--- config.mk ---
export PLATFORM = sky130hd
export DESIGN_NAME = radio_frame_receive_parser
export DESIGN_NICKNAME = d
export VERILOG_FILES = /design/src/rtl/core/rfrp_pkg.sv /design/src/rtl/core/rfrp_step.sv /design/src/rtl/core/rfrp_out_buf.sv /design/src/rtl/core/radio_frame_receive_parser.sv
export VERILOG_INCLUDE_DIRS = /design/src /design/src/rtl/core
export SDC_FILE = /design/constraint.sdc
export NUM_CORES = 1
export LEC_CHECK = 0
export BUFFER_PORTS_ARGS = -buffer_cell sky130_fd_sc_hd__buf_4
export CORE_ASPECT_RATIO = 1.25
export CORE_MARGIN = 4
export CORE_UTILIZATION = 52
export DETAILED_ROUTE_END_ITERATION = 10
export HOLD_SLACK_MARGIN = 0.05
export PLACE_DENSITY_LB_ADDON = 0.12
export SETUP_SLACK_MARGIN = 0.2
export SYNTH_ARGS = -nofsm -noshare
export SYNTH_HDL_FRONTEND = slang
export SYNTH_SLANG_ARGS = --single-unit
--- constraint.sdc ---
create_clock -name i_clk -period 3.8 [get_ports i_clk]
set_input_delay 0.19 -clock i_clk [delete_from_list [all_inputs] [get_ports i_clk]]
set_output_delay 0.19 -clock i_clk [all_outputs]
set_load 0.05 [all_outputs]
--- src/rtl/core/radio_frame_receive_parser_defines.svh ---
// ---------------------------------------------------------------------------
// Frame receive parser assertion macros
// Shared concurrent assertion forms, clocked on the rising edge and
// disabled while the synchronous active-low reset is asserted.
// ---------------------------------------------------------------------------
`ifndef RADIO_FRAME_RECEIVE_PARSER_DEFINES_SVH
`define RADIO_FRAME_RECEIVE_PARSER_DEFINES_SVH

// Same-cycle implication
`define RFRP_ASSERT_IMPLY(lbl, clk, rst_n, ante, cons) \
    lbl: assert property (@(posedge clk) disable iff (!(rst_n)) (ante) |-> (cons)) \
        else $error("rfrp: same-cycle check failed");

// Next-cycle implication
`define RFRP_ASSERT_NEXT(lbl, clk, rst_n, ante, cons) \
    lbl: assert property (@(posedge clk) disable iff (!(rst_n)) (ante) |=> (cons)) \
        else $error("rfrp: next-cycle check failed");

`endif

--- src/rtl/core/rfrp_pkg.sv ---
// ---------------------------------------------------------------------------
// Frame receive parser package
// Types, header layout constants and the command decode shared by the
// parser modules.
// ---------------------------------------------------------------------------
package rfrp_pkg;

    localparam int BYTE_W             = 8;
    localparam int POS_W              = 8;
    localparam int HEADER_BYTES_DEF   = 8;
    localparam int CHECKSUM_BYTES_DEF = 2;

    localparam logic [POS_W-1:0] HDR_CMD_POS = 8'd3;
    localparam logic [POS_W-1:0] HDR_LEN_POS = 8'd5;

    localparam logic [BYTE_W-1:0] CMD_RX_DATA      = 8'h04;
    localparam logic [BYTE_W-1:0] CMD_GET_CONFIG   = 8'h05;
    localparam logic [BYTE_W-1:0] CMD_TELEMETRY    = 8'h07;
    localparam logic [BYTE_W-1:0] CMD_FIRMWARE_REV = 8'h0C;

    // Output stream layout
    localparam int OUT_DATA_BITS = 4 * BYTE_W + 2;
    localparam int OUT_TDATA_W   = ((OUT_DATA_BITS + 7) / 8) * 8;
    localparam int IN_TDATA_W    = BYTE_W;

    typedef enum logic [1:0] {
        PH_IDLE     = 2'd0,
        PH_HEADER   = 2'd1,
        PH_PAYLOAD  = 2'd2,
        PH_CHECKSUM = 2'd3
    } t_phase;

    typedef enum logic [1:0] {
        ROLE_HEADER   = 2'd0,
        ROLE_PAYLOAD  = 2'd1,
        ROLE_CHECKSUM = 2'd2
    } t_role;

    typedef struct packed {
        t_role              role;
        logic [POS_W-1:0]   section_index;
        logic [BYTE_W-1:0]  data_byte;
        logic [BYTE_W-1:0]  frame_command;
        logic [BYTE_W-1:0]  frame_length;
        logic               header_done;
        logic               has_payload;
        logic               frame_done;
    } t_result;

    function automatic logic cmd_has_payload(input logic [BYTE_W-1:0] cmd);
        logic hit;
        begin
            unique case (cmd) inside
                CMD_RX_DATA, CMD_GET_CONFIG, CMD_TELEMETRY, CMD_FIRMWARE_REV: hit = 1'b1;
                default: hit = 1'b0;
            endcase
            return hit;
        end
    endfunction

endpackage

--- src/rtl/core/rfrp_step.sv ---
// ---------------------------------------------------------------------------
// Frame receive parser step
// Holds phase, position, command and length; tags each accepted byte and
// advances the frame state in the same cycle.
// ---------------------------------------------------------------------------
`include "radio_frame_receive_parser_defines.svh"

module rfrp_step
    import rfrp_pkg::*;
#(
    parameter int HEADER_BYTES   = HEADER_BYTES_DEF,
    parameter int CHECKSUM_BYTES = CHECKSUM_BYTES_DEF
) (
    input  logic              i_clk,
    input  logic              i_rst_n,
    input  logic              i_take,
    input  logic [BYTE_W-1:0] i_rx_byte,
    output t_result           o_result
);

    t_phase            r_phase,    n_phase;
    logic [POS_W-1:0]  r_position, n_position;
    logic [BYTE_W-1:0] r_command,  n_command;
    logic [BYTE_W-1:0] r_length,   n_length;

    logic [POS_W-1:0]  idx;
    logic [POS_W:0]    idx_inc;
    logic [BYTE_W-1:0] cmd_base;
    logic [BYTE_W-1:0] len_base;
    logic              hdr_done;
    logic              frm_done;
    t_role             role;

    always_comb begin
        idx        = (r_phase == PH_IDLE) ? '0 : r_position;
        idx_inc    = {1'b0, idx} + {{POS_W{1'b0}}, 1'b1};
        cmd_base   = (r_phase == PH_IDLE) ? '0 : r_command;
        len_base   = (r_phase == PH_IDLE) ? '0 : r_length;
        n_phase    = r_phase;
        n_position = r_position;
        n_command  = r_command;
        n_length   = r_length;
        hdr_done   = 1'b0;
        frm_done   = 1'b0;
        role       = ROLE_HEADER;
        unique case (r_phase) inside
            PH_IDLE, PH_HEADER: begin
                role      = ROLE_HEADER;
                n_command = (idx == HDR_CMD_POS) ? i_rx_byte : cmd_base;
                n_length  = (idx == HDR_LEN_POS) ? i_rx_byte : len_base;
                if (idx_inc >= (POS_W+1)'(HEADER_BYTES)) begin
                    hdr_done   = 1'b1;
                    n_position = '0;
                    if (cmd_has_payload(n_command)) begin
                        n_phase = (n_length == '0) ? PH_CHECKSUM : PH_PAYLOAD;
                    end else begin
                        n_phase  = PH_IDLE;
                        frm_done = 1'b1;
                    end
                end else begin
                    n_position = idx_inc[POS_W-1:0];
                    n_phase    = PH_HEADER;
                end
            end
            PH_PAYLOAD: begin
                role = ROLE_PAYLOAD;
                if (idx_inc >= {1'b0, r_length}) begin
                    n_position = '0;
                    n_phase    = PH_CHECKSUM;
                end else begin
                    n_position = idx_inc[POS_W-1:0];
                end
            end
            PH_CHECKSUM: begin
                role = ROLE_CHECKSUM;
                if (idx_inc >= (POS_W+1)'(CHECKSUM_BYTES)) begin
                    n_position = '0;
                    n_phase    = PH_IDLE;
                    frm_done   = 1'b1;
                end else begin
                    n_position = idx_inc[POS_W-1:0];
                end
            end
            default: begin
                n_phase = PH_IDLE;
            end
        endcase
    end

    always_comb begin
        o_result.role          = role;
        o_result.section_index = idx;
        o_result.data_byte     = i_rx_byte;
        o_result.frame_command = n_command;
        o_result.frame_length  = n_length;
        o_result.header_done   = hdr_done;
        o_result.has_payload   = cmd_has_payload(n_command);
        o_result.frame_done    = frm_done;
    end

    always_ff @(posedge i_clk) begin
        if (!i_rst_n) begin
            r_phase    <= PH_IDLE;
            r_position <= '0;
            r_command  <= '0;
            r_length   <= '0;
        end else if (i_take) begin
            r_phase    <= n_phase;
            r_position <= n_position;
            r_command  <= n_command;
            r_length   <= n_length;
        end
    end

    // A header that ends the frame must carry a command without payload
    `RFRP_ASSERT_IMPLY(a_hdr_end_no_payload, i_clk, i_rst_n,
        i_take && o_result.header_done && o_result.frame_done, !o_result.has_payload)
    `RFRP_ASSERT_IMPLY(a_payload_in_range, i_clk, i_rst_n,
        r_phase == PH_PAYLOAD, r_position < r_length)
    `RFRP_ASSERT_IMPLY(a_checksum_in_range, i_clk, i_rst_n,
        r_phase == PH_CHECKSUM, r_position < POS_W'(CHECKSUM_BYTES))
    `RFRP_ASSERT_NEXT(a_frame_end_to_idle, i_clk, i_rst_n,
        i_take && o_result.frame_done, r_phase == PH_IDLE && r_position == '0)

endmodule

--- src/rtl/core/rfrp_out_buf.sv ---
// ---------------------------------------------------------------------------
// Frame receive parser output buffer
// Output register with a skid stage, so a request is taken every cycle
// while the downstream side keeps up and none is lost when it stalls.
// ---------------------------------------------------------------------------
module rfrp_out_buf
    import rfrp_pkg::*;
(
    input  logic    i_clk,
    input  logic    i_rst_n,
    input  logic    i_push,
    input  t_result i_result,
    output logic    o_ready,
    output logic    o_valid,
    input  logic    i_ready,
    output t_result o_result
);

    t_result r_out;
    t_result r_skid;
    logic    r_out_valid;
    logic    r_skid_valid;

    assign o_ready  = !r_skid_valid;
    assign o_valid  = r_out_valid;
    assign o_result = r_out;

    always_ff @(posedge i_clk) begin
        if (!i_rst_n) begin
            r_out_valid  <= 1'b0;
            r_skid_valid <= 1'b0;
        end else if (!r_out_valid || i_ready) begin
            // output slot frees up: drain the skid first
            if (r_skid_valid) begin
                r_out_valid  <= 1'b1;
                r_skid_valid <= 1'b0;
            end else begin
                r_out_valid <= i_push;
            end
        end else if (i_push) begin
            r_skid_valid <= 1'b1;
        end
    end

    always_ff @(posedge i_clk) begin
        if (!r_out_valid || i_ready) begin
            if (r_skid_valid) begin
                r_out <= r_skid;
            end else if (i_push) begin
                r_out <= i_result;
            end
        end else if (i_push) begin
            r_skid <= i_result;
        end
    end

endmodule

--- src/rtl/core/radio_frame_receive_parser.sv ---
// ---------------------------------------------------------------------------
// Radio frame receive parser
// Tags received serial bytes as header, payload or checksum bytes.
// ---------------------------------------------------------------------------
// Input stream: one received byte per request on s_axis tdata.
// Output stream: one tagged request per input byte; tuser carries the byte
// role (0 header, 1 payload, 2 checksum), tlast marks the byte that ends a
// frame, tdata carries index, byte, command, length and header flags.
// The header is HEADER_BYTES long, command at byte 3, length at byte 5.
// Commands 0x04, 0x05, 0x07 and 0x0C continue with length payload bytes and
// CHECKSUM_BYTES checksum bytes; other commands end the frame at the header.
// A byte accepted at an edge is registered in the output register, or in the
// skid stage while the output stalls. One byte is taken per cycle while the
// receiver keeps up; the frame state is updated on each accepted byte.
// Reset clears the frame state to await the first header byte and empties
// the output buffer. When the receiver stalls, one more request is held in
// the skid stage, then s_axis tready drops until the output drains.
// ---------------------------------------------------------------------------
module radio_frame_receive_parser
    import rfrp_pkg::*;
#(
    parameter int HEADER_BYTES   = HEADER_BYTES_DEF,
    parameter int CHECKSUM_BYTES = CHECKSUM_BYTES_DEF
) (
    input  logic                   i_clk,
    input  logic                   i_rst_n,
    input  logic                   i_s_axis_tvalid,
    output logic                   o_s_axis_tready,
    input  logic [IN_TDATA_W-1:0]  i_s_axis_tdata,  // [7:0] rx_byte
    output logic                   o_m_axis_tvalid,
    input  logic                   i_m_axis_tready,
    // [7:0] section_index, [15:8] data_byte, [23:16] frame_command,
    // [31:24] frame_length, [32] header_done, [33] has_payload, rest zero
    output logic [OUT_TDATA_W-1:0] o_m_axis_tdata,
    output logic [1:0]             o_m_axis_tuser,  // [1:0] byte_role
    output logic                   o_m_axis_tlast   // frame_done
);

    logic    take;
    logic    buf_ready;
    t_result step_res;
    t_result out_res;

    assign take            = i_s_axis_tvalid && buf_ready;
    assign o_s_axis_tready = buf_ready;

    rfrp_step #(
        .HEADER_BYTES   (HEADER_BYTES),
        .CHECKSUM_BYTES (CHECKSUM_BYTES)
    ) u_step (
        .i_clk     (i_clk),
        .i_rst_n   (i_rst_n),
        .i_take    (take),
        .i_rx_byte (i_s_axis_tdata[BYTE_W-1:0]),
        .o_result  (step_res)
    );

    rfrp_out_buf u_out_buf (
        .i_clk    (i_clk),
        .i_rst_n  (i_rst_n),
        .i_push   (take),
        .i_result (step_res),
        .o_ready  (buf_ready),
        .o_valid  (o_m_axis_tvalid),
        .i_ready  (i_m_axis_tready),
        .o_result (out_res)
    );

    assign o_m_axis_tdata = {{(OUT_TDATA_W-OUT_DATA_BITS){1'b0}},
                             out_res.has_payload,
                             out_res.header_done,
                             out_res.frame_length,
                             out_res.frame_command,
                             out_res.data_byte,
                             out_res.section_index};
    assign o_m_axis_tuser = out_res.role;
    assign o_m_axis_tlast = out_res.frame_done;

endmodule
== Word level (Yosys, flattened, before mapping) ==
Index checks and enable logic that the tools add are counted.

* Register bits after elaboration: 102
* Word-level logic and storage cells: 90
* Output and inout port bits: 45
* Bits of input ports: 12

* Multiplexer cells: 31
* $lt $le $gt $ge: 3
* Bitwise gates (word level): 2
* Equal/unequal tests: 15
* Reduce and logical (&&, ||, !) cells: 16
* Add/subtract/negate cells: 1

{| class="wikitable"
|+ Operators with widths
! cell !! count
|-
| 8-bit two-way mux || 10
|-
| 37-bit two-way mux || 2
|-
| 8-bit by 3-bit == test with 1-bit output, second input constant || 7
|-
| 8-bit one-hot mux with 3 select lines || 1
|-
| 8-bit by 4-bit == test with 1-bit output, second input constant || 2
|-
| 1-bit two-way mux || 11
|-
| 8-bit by 1-bit adder with 9-bit output, second input constant || 1
|-
| 9-bit by 2-bit >= comparator with 1-bit output, second input constant || 1
|-
| 9-bit by 4-bit >= comparator with 1-bit output, second input constant || 1
|-
| 9-bit by 8-bit >= comparator with 1-bit output || 1
|-
| 8-bit by 2-bit == test with 1-bit output, second input constant || 1
|-
| 8-bit zero test || 1
|-
| 2-bit two-way mux || 4
|-
| 4-bit OR reduction || 2
|-
| 2-bit one-hot mux with 3 select lines || 1
|-
| 2-bit AND reduction || 3
|-
| 2-bit == test, second input constant || 2
|-
| 2-bit != test, second input constant || 2
|-
| 2-bit one-hot mux with 2 select lines || 1
|-
| 2-bit OR reduction || 2
|-
| 3-bit AND reduction || 1
|-
| 3-bit nonzero test || 1
|-
| 2-bit by 1-bit == test with 1-bit output, second input constant || 1
|-
| 1-bit zero test || 2
|-
| other kinds (6) || 7
|}

== Longest topological paths before layout ==
Gate-level depths: netlist of run 1.

* Depth in word-level cells: 14
* Gate-level depth with buffers: 18
* Mapped depth without buffers: 15

== Modules after synthesis ==
From an unflattened synthesis of run 1, not the netlist that was laid out.

* Cells, all modules: 395
* Area, all modules: 4976.0 um^2

{| class="wikitable"
|+ By module, submodules not included
! module !! area an instance (um^2) !! sequential area each (um^2) !! times used !! cells an instance
|-
| rfrp_out_buf || 2750.1 || 2262.2 || 1 || 124
|-
| rfrp_step || 2170.8 || 520.5 || 1 || 263
|-
| radio_frame_receive_parser || 55.1 || 0.0 || 1 || 8
|}

== Least setup slack after synthesis of run 1 ==
OpenSTA, ideal clock, no wires.

* Kind: reg-to-reg
* From: register u_step.r_phase[0]
* To: register u_step.r_position[5]
* Stages on the path, launching flop included: 18
* Period minus slack after synthesis: 3.545 ns
* Setup time: 0.101 ns
* Arrival time: 3.444 ns
* Data required time: 3.699 ns
* Setup slack: 0.255 ns
* Path buffers: 3
* Cell sequence: dfxtp_1 -> clkbuf_1 -> or2_2 -> clkbuf_1 -> clkbuf_1 -> and2_1 -> ha_1 -> nand3_1 -> xnor2_1 -> nand2_1 -> inv_1 -> ha_1 -> o211ai_1 -> o21ai_0 -> maj3_1 -> a21oi_1 -> a21oi_1 -> o41ai_1

{| class="wikitable"
|+ RTL lines
! element !! RTL line !! text
|-
| from (decl) || rfrp_step.sv:21 || <nowiki>t_phase r_phase, n_phase;</nowiki>
|-
| from (signal assigned) || rfrp_step.sv:108 || <nowiki>r_phase <= n_phase;</nowiki>
|-
| to (signal assigned) || rfrp_step.sv:109 || <nowiki>r_position <= n_position;</nowiki>
|-
| to (decl) || rfrp_step.sv:22 || <nowiki>logic [POS_W-1:0] r_position, n_position;</nowiki>
|}

==> results of run 1 <==
[per-stage QoR]
stage | hold WS (ns) | area (um^2) | setup slack (ns) | total power (W) | cells
after CTS | 0.06132 | 5409 | 0.2303 | 0.002151 | 565
after detailed placement | 0.4465 | 5226 | 0.2486 | 0.001522 | 549
after floorplan | 0.2889 | 4737 | 0.2546 | 0.001442 | 395
after global placement | 0.4437 | 5226 | 0.3637 | 0.001518 | 549
final | 0.07730 | 5423 | 0.4856 | 0.002129 | 565
after global routing | 0.05661 | 5423 | 0.1793 | 0.002223 | 565
[cells in the mapped netlist (all sizes together), types with 3 or more instances]
cell type,number
ha,10
edfxtp,74
clkbuf,17
o21a,3
and3,7
inv,17
nor4,6
a21oi,5
nor3b,4
a22oi,13
xnor2,5
o21ai,20
mux2,35
a21boi,4
nand2b,4
nor2b,16
o211ai,3
nand3,13
and2,8
nand2,30
a22o,11
dfxtp,28
nor2,19
a2111oi,3
buf,10
[state kept, by name, indices dropped and copies added (netlist names)]
signal / flops
u_out_buf.o_valid: 1
u_step.r_phase: 2
u_step.r_length: 8
u_out_buf.r_skid_valid: 1
u_out_buf.r_skid: 37
u_out_buf.o_result: 37
u_step.r_command: 8
u_step.r_position: 8
[kinds of logic after synthesis]
logic type	synth area share
AOI/OAI and AO/OA	0.1159
xor gates and xnor gates	0.009281
adders and majority gates	0.02864
buffers and inverters	0.04031
DFF	0.5898
muxes	0.08857
other	0.0007948
and+or+nand+nor	0.1268
[layer usage]
layer / up-vias / share of wire / GRT usage
li1: 1523 / - / -
met5: - / 0 / 0
met3: 18 / 0.032 / 0.03485
met4: 0 / 0.019 / 0.07038
met2: 74 / 0.52 / 0.3383
met1: 1557 / 0.43 / 0.2536
[where the power goes]
group / switching [W] / internal [W] / leakage [nW]
clock: 0.000361 / 0.000274 / 0.0971
combinational: 0.000183 / 0.0000701 / 1.03
sequential: 0.0000142 / 0.00123 / 0.949
total: 0.000558 / 0.00157 / 2.07
[worst register-to-register path, delay by kind of cell, from the launching register on]
kind / cells / cell delay [ns]
xor+xnor: 1 / 0.25
buf+inv: 1 / 0.08
fa+ha+maj: 3 / 0.91
simple gates: 4 / 0.73
flops: 1 / 0.34
compound gates: 5 / 0.90
[final timing paths]
kind / depth (start not counted) / slack [ns] / start / end
worst min-delay path: 1 / 0.08 / i_s_axis_tdata[3] / u_out_buf.r_skid[22]
worst min register to register: 2 / 0.52 / u_step.r_command[1] / u_step.r_command[1]
worst max-delay path: 14 / 0.49 / u_step.r_phase[1] / u_step.r_position[7]
worst max register to register: 14 / 0.49 / u_step.r_phase[1] / u_step.r_position[7]
[what timing repair did]
action / CTS / global route
endpoints found under the setup margin: 0 / 9
buffers inserted: 0 / 0
gates resized for setup: 0 / 3
[final cells by class]
| class | instances | area [um^2] | area share |
|---|---|---|---|
| well taps | 120 | 150.1 | 0.02769 |
| clock inverters | 5 | 31.28 | 0.005768 |
| clock buffers | 11 | 151.4 | 0.02792 |
| flip-flops and latches | 102 | 2783 | 0.5132 |
| repair buffers | 61 | 457.9 | 0.08445 |
| multi-input cells | 249 | 1785 | 0.3293 |
| inverters | 17 | 63.81 | 0.01177 |
==> results.sh, run 1 <==
export IMPL_worst_clock_skew_ns=0.006319
export IMPL_diodes=0
export IMPL_yosys_register_bits=102
export IMPL_critPathKind="reg -> reg"
export IMPL_synthToLayoutAreaGrowth_pct=14.93
export IMPL_dieHeight_um=114.5
export IMPL_final_core_util=0.6199
export IMPL_fin_setup_tns_ns=0
export IMPL_cts_sinks=102
export IMPL_cp_slowest_cell="maj3_1"
export IMPL_dr_pass1_iters=5
export IMPL_fmax_mhz=301.7
export IMPL_rows=38
export IMPL_status="finished clean"
export IMPL_syn_cell_area_um2=4718
export IMPL_syn_inst=390
export IMPL_hp_class="in -> reg"
export IMPL_cts_tree="done"
export IMPL_start_util=0.5393
export IMPL_synth_top_cells_by_area="edfxtp_1 47%, dfxtp_1 12%, mux2_2 7.9%"
export IMPL_ant_nets=0
export IMPL_routed_wl_um=10130
export IMPL_drc=0
export IMPL_dp_hpwl_um=7042
export IMPL_path_buf_inv=1
export IMPL_tightest_slew_ns=0.8245
export IMPL_async_flop_share=0
export IMPL_cp_start_kind="flop"
export IMPL_ir_worst_vdd_uv=173.5
export IMPL_grt_pass1_vias=3052
export IMPL_clk_latency_ns=0.36
export IMPL_synth_top_area_share=0.4710
export IMPL_vias=3172
export IMPL_crit_fanout=16
export IMPL_port_buffers=50
export IMPL_n_fill_cell=723
export IMPL_final_common_cell="edfxtp_1"
export IMPL_worstPathCellList="or2_4, and2_1, ha_1, nand3_1, xnor2_1, nand2_1, inv_1, ha_1, o211ai_1, o21ai_0, maj3_1, a21oi_2, a21oi_1, o41ai_1"
export IMPL_p_leak_nw=2.073
export IMPL_nets=462
export IMPL_fp_dieArea_um2=10670
export IMPL_cts_hold_buf=0
export IMPL_grt_antenna_before_repair=0
export IMPL_synth_top_cell_by_area="edfxtp_1"
export IMPL_ys_seq_area_frac=0.5898
export IMPL_ys_flop_type="edfxtp_1"
export IMPL_gp_congestion=0.8589
export IMPL_cts_buffers=9
export IMPL_drv_cap=0
export IMPL_fin_crit_sh=0.8722
export IMPL_viasPerCell=5.614
export IMPL_rsz0062_at_grt="no"
export IMPL_core_area_um2=8748
export IMPL_finalSetupViolCount=0
export IMPL_min_period_ns=3.314
export IMPL_cp_end_kind="flop"
export IMPL_mostFrequentLayoutCells="74 x edfxtp_1, 61 x buf_4, 33 x mux2_2"
export IMPL_worstPathArrival_ns=3.57
export IMPL_clk_pin_slew_ns=0.09
export IMPL_grt_use_total=0.1982
export IMPL_synth_enable_flop_cells=74
export IMPL_overflow=0
export IMPL_report_final_slew_viol_count=0
export IMPL_die_w_um=93.20
export IMPL_io_pins=57
export IMPL_crit_family="adder cells"
export IMPL_cts_root_buf="clkbuf_8"
export IMPL_wl_per_cell_um=17.94
export IMPL_clockBufferDepth=2
export IMPL_synth_avg_cell_area_um2=12.10
export IMPL_pwr_density_cell_nw_per_um2=392.6
export IMPL_yosysWarnings=0
export IMPL_drt_iter0_drc=177
export IMPL_cp_required_ns=4.06
export IMPL_crit_path_frequent_cell="ha_1"
export IMPL_grt_start_max_net_pins=38
export IMPL_ys_types=50
export IMPL_grt_pass1_wl_um=16220
export IMPL_max_stage_delay_ns=0.39
export IMPL_h_tree_depth=3
export IMPL_relSlewSlack=0.4496
export IMPL_finalHoldViolCount=0
export IMPL_drive_above_1_share=0.2629
No activity file was read; power rests on OpenSTA's default activity.
==> run 2, diff against run 1 <==
--- a/config.mk
+++ b/config.mk
@@ -6,7 +6,7 @@
 export SDC_FILE = /design/constraint.sdc
 export NUM_CORES = 1
 export LEC_CHECK = 0
-export BUFFER_PORTS_ARGS = -buffer_cell sky130_fd_sc_hd__buf_4
+export BUFFER_PORTS_ARGS = -buffer_cell sky130_fd_sc_hd__buf_2
 export CORE_ASPECT_RATIO = 1.25
 export CORE_MARGIN = 4
 export CORE_UTILIZATION = 52
==> run 2 against run 1 <==
  * Combinational power fell by 7%
  * Critical path type unchanged
  * Critical path depth did not move
  * Register-to-register slack improved by 0.03 ns
  * Utilization fell by 0.93 points
  * Sequential share of layout area rose by 0.78 points
  * Cell count rose by 0.18%
  * Sequential power barely moved
  * Flip-flop and latch count did not move
  * Non-clock buffer count rose by 1
  * Count of clock-buffer cells in the layout fell by 1
  * Global-route usage rose by 0.24 points
  * Largest cell class unchanged
==> results.sh, run 2 (synthesis gave the netlist of run 1 again) <==
export IMPL_routed_wl_um=10090
export IMPL_drv_cap=0
export IMPL_critPathKind="reg -> reg"
export IMPL_dp_hpwl_um=6962
export IMPL_r2r_cells=14
export IMPL_report_final_slew_viol_count=0
export IMPL_wl_per_cell_um=17.83
export IMPL_grt_pass1_wl_um=16370
export IMPL_final_common_cell="edfxtp_1"
export IMPL_drive_above_1_share=0.2646
export IMPL_p_leak_nw=2.048
export IMPL_grt_start_max_net_pins=38
export IMPL_r2r_slack_ns=0.52
export IMPL_vias=3170
export IMPL_mostFrequentLayoutCells="74 x edfxtp_1, 50 x buf_2, 33 x mux2_2"
export IMPL_grt_antenna_before_repair=0
export IMPL_cp_endpoint="u_step.r_position[5]"
export IMPL_min_period_ns=3.281
export IMPL_hold_slack_ns=0.1172
export IMPL_finalPower_w=0.002228
export IMPL_rows=38
export IMPL_cp_required_ns=4.07
export IMPL_viasPerCell=5.601
export IMPL_ir_worst_vdd_uv=176.3
export IMPL_ant_nets=0
export IMPL_fmax_mhz=304.8
export IMPL_n_fill_cell=762
export IMPL_finalHoldViolCount=0
export IMPL_io_pins=57
export IMPL_multiInputGateArea_um2=1782
export IMPL_cts_root_buf="clkbuf_8"
export IMPL_port_buffers=50
export IMPL_grt_use_total=0.2006
export IMPL_diodes=0
export IMPL_clockBufferDepth=2
export IMPL_fin_setup_tns_ns=0
export IMPL_cts_sinks=102
export IMPL_status="finished clean"
export IMPL_cts_tree="done"
export IMPL_synthToLayoutAreaGrowth_pct=13.21
export IMPL_dieHeight_um=114.5
export IMPL_nets=463
export IMPL_clk_pin_slew_ns=0.10
export IMPL_h_tree_depth=3
export IMPL_rr_startpoint="u_step.r_phase[1]"
export IMPL_drc=0
export IMPL_worst_clock_skew_ns=0.009364
export IMPL_register_area_um2=2783
export IMPL_crit_fanout=16
export IMPL_worstPathArrival_ns=3.55
export IMPL_tightest_slew_ns=0.7996
export IMPL_cts_hold_buf=0
export IMPL_pwr_density_cell_nw_per_um2=417.1
export IMPL_hp_class="in -> reg"
export IMPL_cp_end_kind="flop"
export IMPL_core_area_um2=8748
export IMPL_fp_dieArea_um2=10670
export IMPL_gp_congestion=0.8493
export IMPL_relSlewSlack=0.4662
export IMPL_rsz0062_at_grt="no"
export IMPL_grt_pass1_vias=3151
export IMPL_clk_latency_ns=0.36
export IMPL_finalSetupViolCount=0
export IMPL_crit_start="u_step.r_phase[1]"
export IMPL_cts_buffers=9
export IMPL_overflow=0
export IMPL_r2r_end="u_step.r_position[5]"
export IMPL_drt_iter0_drc=134
export IMPL_start_util=0.5393
export IMPL_dr_pass1_iters=4
export IMPL_fin_crit_sh=0.8634
export IMPL_cp_start_kind="flop"
export IMPL_die_w_um=93.20
run 2: worst min-delay path by stage:
stage	startpoint	end	slack, ns	cells after the start
finish	i_s_axis_tdata[7]	u_out_buf.r_skid[26]	0.12	1
global route	i_s_axis_tdata[7]	u_out_buf.r_skid[26]	0.10	1
CTS	i_s_axis_tdata[7]	u_out_buf.r_skid[26]	0.1	1
detailed placement	i_s_axis_tdata[7]	u_out_buf.r_skid[26]	0.49	1
global placement	i_s_axis_tdata[7]	u_out_buf.r_skid[26]	0.49	1
floorplan	i_s_axis_tdata[0]	u_out_buf.r_skid[19]	0.29	0
run 2: area by class of cell:
cell class | instances | area share
Sequential cell | 102 | 0.5210
Tap cell | 120 | 0.02811
Timing Repair Buffer | 62 | 0.06372
Clock inverter | 6 | 0.01780
Clock buffer | 10 | 0.02389
Multi-Input combinational cell | 249 | 0.3336
Inverter | 17 | 0.01195
run 2: worst max-delay path: stages, from the launching register on:
cell and delay, ns:
dfxtp_1 0.34, or2_2 0.28, and2_1 0.31, ha_2 0.28, nand3_1 0.11, xnor2_1 0.26, nand2_1 0.14, inv_1 0.09
ha_1 0.22, o211ai_1 0.08, o21ai_0 0.11, maj3_1 0.36, a21oi_1 0.21, a21oi_1 0.11, o41ai_1 0.30
run 2: per-stage QoR:
stage,instances,setup slack [ns],utilization,area (um^2)
after detailed placement,550,0.4587,0.5840,5109
final,566,0.5192,0.6106,5341
after global routing,566,0.2204,0.6106,5341
after global placement,550,0.5511,0.5840,5109
after CTS,566,0.4321,0.6094,5331
after floorplan,395,0.2546,-,4737
run 2: report_power, final:
| part | switching (W) | total, W | internal, W |
|---|---|---|---|
| combinational | 0.000183 | 0.000235 | 0.0000523 |
| clock | 0.000375 | 0.000752 | 0.000377 |
| sequential | 0.0000129 | 0.00124 | 0.00123 |
run 2: layer usage:
metal  vias up  wire, um  global-route usage  part of all wire
met4         0       166              0.1046             0.016
met5         -         0                   0                 0
met1      1540      4278              0.2551              0.42
met3        13       473             0.03090             0.047
li1       1530         -                   -                 -
met2        87      5174              0.3306              0.51
run 2: timing repair:
action                                  CTS  global route
endpoints found under the hold margin     0             0
setup buffers                             0             0
endpoints found under the setup margin    0             8
gates resized for setup                   0             2
==> run 3, diff against run 2 <==
==> constraint.sdc (replaced) <==
create_clock -name i_clk -period 3 [get_ports i_clk]
set_input_delay 0.15 -clock i_clk [delete_from_list [all_inputs] [get_ports i_clk]]
set_output_delay 0.15 -clock i_clk [all_outputs]
set_load 0.05 [all_outputs]
==> run 3 against run 2 <==
  * Sequential share of layout area shrank 1.7 points
  * Wire length increased by 2.4%
  * Register-to-register slack worse by 0.29 ns
  * Cell count up 2.1%
  * Total power increased by 23%
  * Largest cell class unchanged
==> results.sh, run 3 (synthesis gave the netlist of run 1 again) <==
export IMPL_status="finished clean"
export IMPL_cts_root_buf="clkbuf_8"
export IMPL_fin_cells=578
export IMPL_worstPathCellList="or2_4, and2_4, buf_4, ha_1, nand2b_1, a2111oi_1, o21ai_1, maj3_2, a21oi_4, a21oi_2, o41ai_2"
export IMPL_worstPathArrival_ns=3.04
export IMPL_report_final_slew_viol_count=0
export IMPL_start_util=0.5393
export IMPL_grt_start_max_net_pins=38
export IMPL_ir_worst_vdd_uv=285.4
export IMPL_drc=0
export IMPL_post_place_ws_ns=0.1602
export IMPL_hold_path_startpoint="i_s_axis_tdata[2]"
export IMPL_clockBufferDepth=2
export IMPL_mostFrequentLayoutCells="74 x edfxtp_1, 50 x buf_2, 33 x mux2_2"
export IMPL_relSlewSlack=0.2641
export IMPL_fin_setup_tns_ns=0
export IMPL_diodes=0
export IMPL_finalPower_w=0.002735
export IMPL_rsz0062_at_grt="yes"
export IMPL_nets=475
export IMPL_rr_startpoint="u_step.r_phase[1]"
export IMPL_overflow=0
export IMPL_vias=3220
export IMPL_core_area_um2=8748
export IMPL_crit_fanout=6
export IMPL_n_fill_cell=760
export IMPL_min_period_ns=2.772
export IMPL_grt_pass1_vias=3160
export IMPL_rows=38
export IMPL_min_to="u_out_buf.r_skid[21]"
export IMPL_grt_pass1_wl_um=16450
export IMPL_dr_pass1_iters=4
export IMPL_p_leak_nw=2.136
export IMPL_grt_use_total=0.2030
export IMPL_grt_antenna_before_repair=0
export IMPL_busiest_layer="met2"
export IMPL_dp_hpwl_um=7090
export IMPL_fmax_mhz=360.8
export IMPL_worst_clock_skew_ns=0.007632
export IMPL_cts_tree="done"
export IMPL_hp_class="in -> reg"
export IMPL_io_pins=57
export IMPL_pwr_density_cell_nw_per_um2=494.3
export IMPL_gp_congestion=0.9171
export IMPL_critPathKind="reg -> reg"
export IMPL_cp_required_ns=3.27
export IMPL_r2r_end="u_step.r_position[5]"
export IMPL_drv_cap=0
export IMPL_r2r_slack_ns=0.23
export IMPL_port_buffers=50
export IMPL_cp_slowest_cell="a2111oi_1"
export IMPL_wl_per_cell_um=17.87
export IMPL_cts_sinks=102
export IMPL_tightest_slew_ns=1.101
export IMPL_final_common_cell="edfxtp_1"
export IMPL_fin_crit_sh=0.9239
export IMPL_grt_use_met3=0.04076
export IMPL_cp_start_kind="flop"
export IMPL_drive_above_1_share=0.3297
export IMPL_h_tree_depth=3
export IMPL_finalHoldViolCount=0
export IMPL_synthToLayoutAreaGrowth_pct=17.26
export IMPL_viasPerCell=5.571
export IMPL_met1_usage=0.2636
export IMPL_dp_cells=558
export IMPL_postPlaceCellArea_um2=5243
export IMPL_routed_wl_um=10330
export IMPL_max_stage_delay_ns=0.38
export IMPL_finalSetupViolCount=0
export IMPL_final_setup_worst_slack_ns=0.2283
export IMPL_final_area_um2=5533
export IMPL_r2r_cells=11
export IMPL_grt_use_met2=0.3296
export IMPL_dieHeight_um=114.5
export IMPL_hold_depth=1
export IMPL_clk_pin_slew_ns=0.09
export IMPL_cp_end_kind="flop"
export IMPL_die_w_um=93.20
export IMPL_cts_buffers=9
export IMPL_ant_nets=0
export IMPL_clk_latency_ns=0.37
export IMPL_fp_dieArea_um2=10670
export IMPL_drt_iter0_drc=148
run 3: report_power, final:
part | leakage (nW) | total, W | internal [W] | switching, W
combinational | 1.09 | 0.000318 | 0.0000762 | 0.000242
clock | 0.0941 | 0.000849 | 0.000384 | 0.000466
sequential | 0.951 | 0.00157 | 0.00155 | 0.0000132
total | 2.14 | 0.00273 | 0.00201 | 0.000721
run 3: worst max-delay path by stage:
stage | startpoint | endpoint | cells after the start
2_1_floorplan | u_step.r_phase[0] | u_step.r_position[5] | 15
3_3_place_gp | u_step.r_position[2] | u_step.r_position[5] | 11
3_5_place_dp | u_step.r_position[2] | u_step.r_position[7] | 11
4_1_cts | u_step.r_phase[1] | u_step.r_position[7] | 12
5_1_grt | u_step.r_phase[1] | u_step.r_position[5] | 11
6_report | u_step.r_phase[1] | u_step.r_position[5] | 11
run 3: worst max-delay path: cells and delay by family, from the launching register on:
kind	cells	cell delay, ns
adders and majority gates	2	0.60
and+or+nand+nor	3	0.59
buffers and inverters	1	0.14
AOI/OAI and AO/OA	5	1.01
DFF	1	0.33
run 3: what timing repair did:
item / in CTS / in global routing
setup buffers: 0 / 4
gates cloned: 0 / 0
gates resized for setup: 1 / 19
pin swaps: 0 / 3
setup endpoints to repair: 4 / 11
hold buffers: 0 / 0
run 3: metal layers:
metal | vias to the layer above | wire [um]
met4 | 0 | 195
met2 | 77 | 5206
met1 | 1567 | 4523
met3 | 16 | 405
met5 | - | 0
li1 | 1560 | -
run 3: layout make-up:
cell class	instances	area, um^2	area share
Sequential cell	102	2790	0.5043
Multi-Input combinational cell	249	1911	0.3453
Timing Repair Buffer	74	430.4	0.07779
Tap cell	120	150.1	0.02714
Clock buffer	10	127.6	0.02307
Inverter	17	63.81	0.01153
Clock inverter	6	60.06	0.01085
run 3: stage by stage:
step | util | hold slack [ns]
6_report | 0.6324 | 0.09368
5_1_grt | 0.6324 | 0.06887
2_1_floorplan | - | 0.2489
4_1_cts | 0.6209 | 0.07005
3_5_place_dp | 0.5993 | 0.4668
3_3_place_gp | 0.5993 | 0.4672
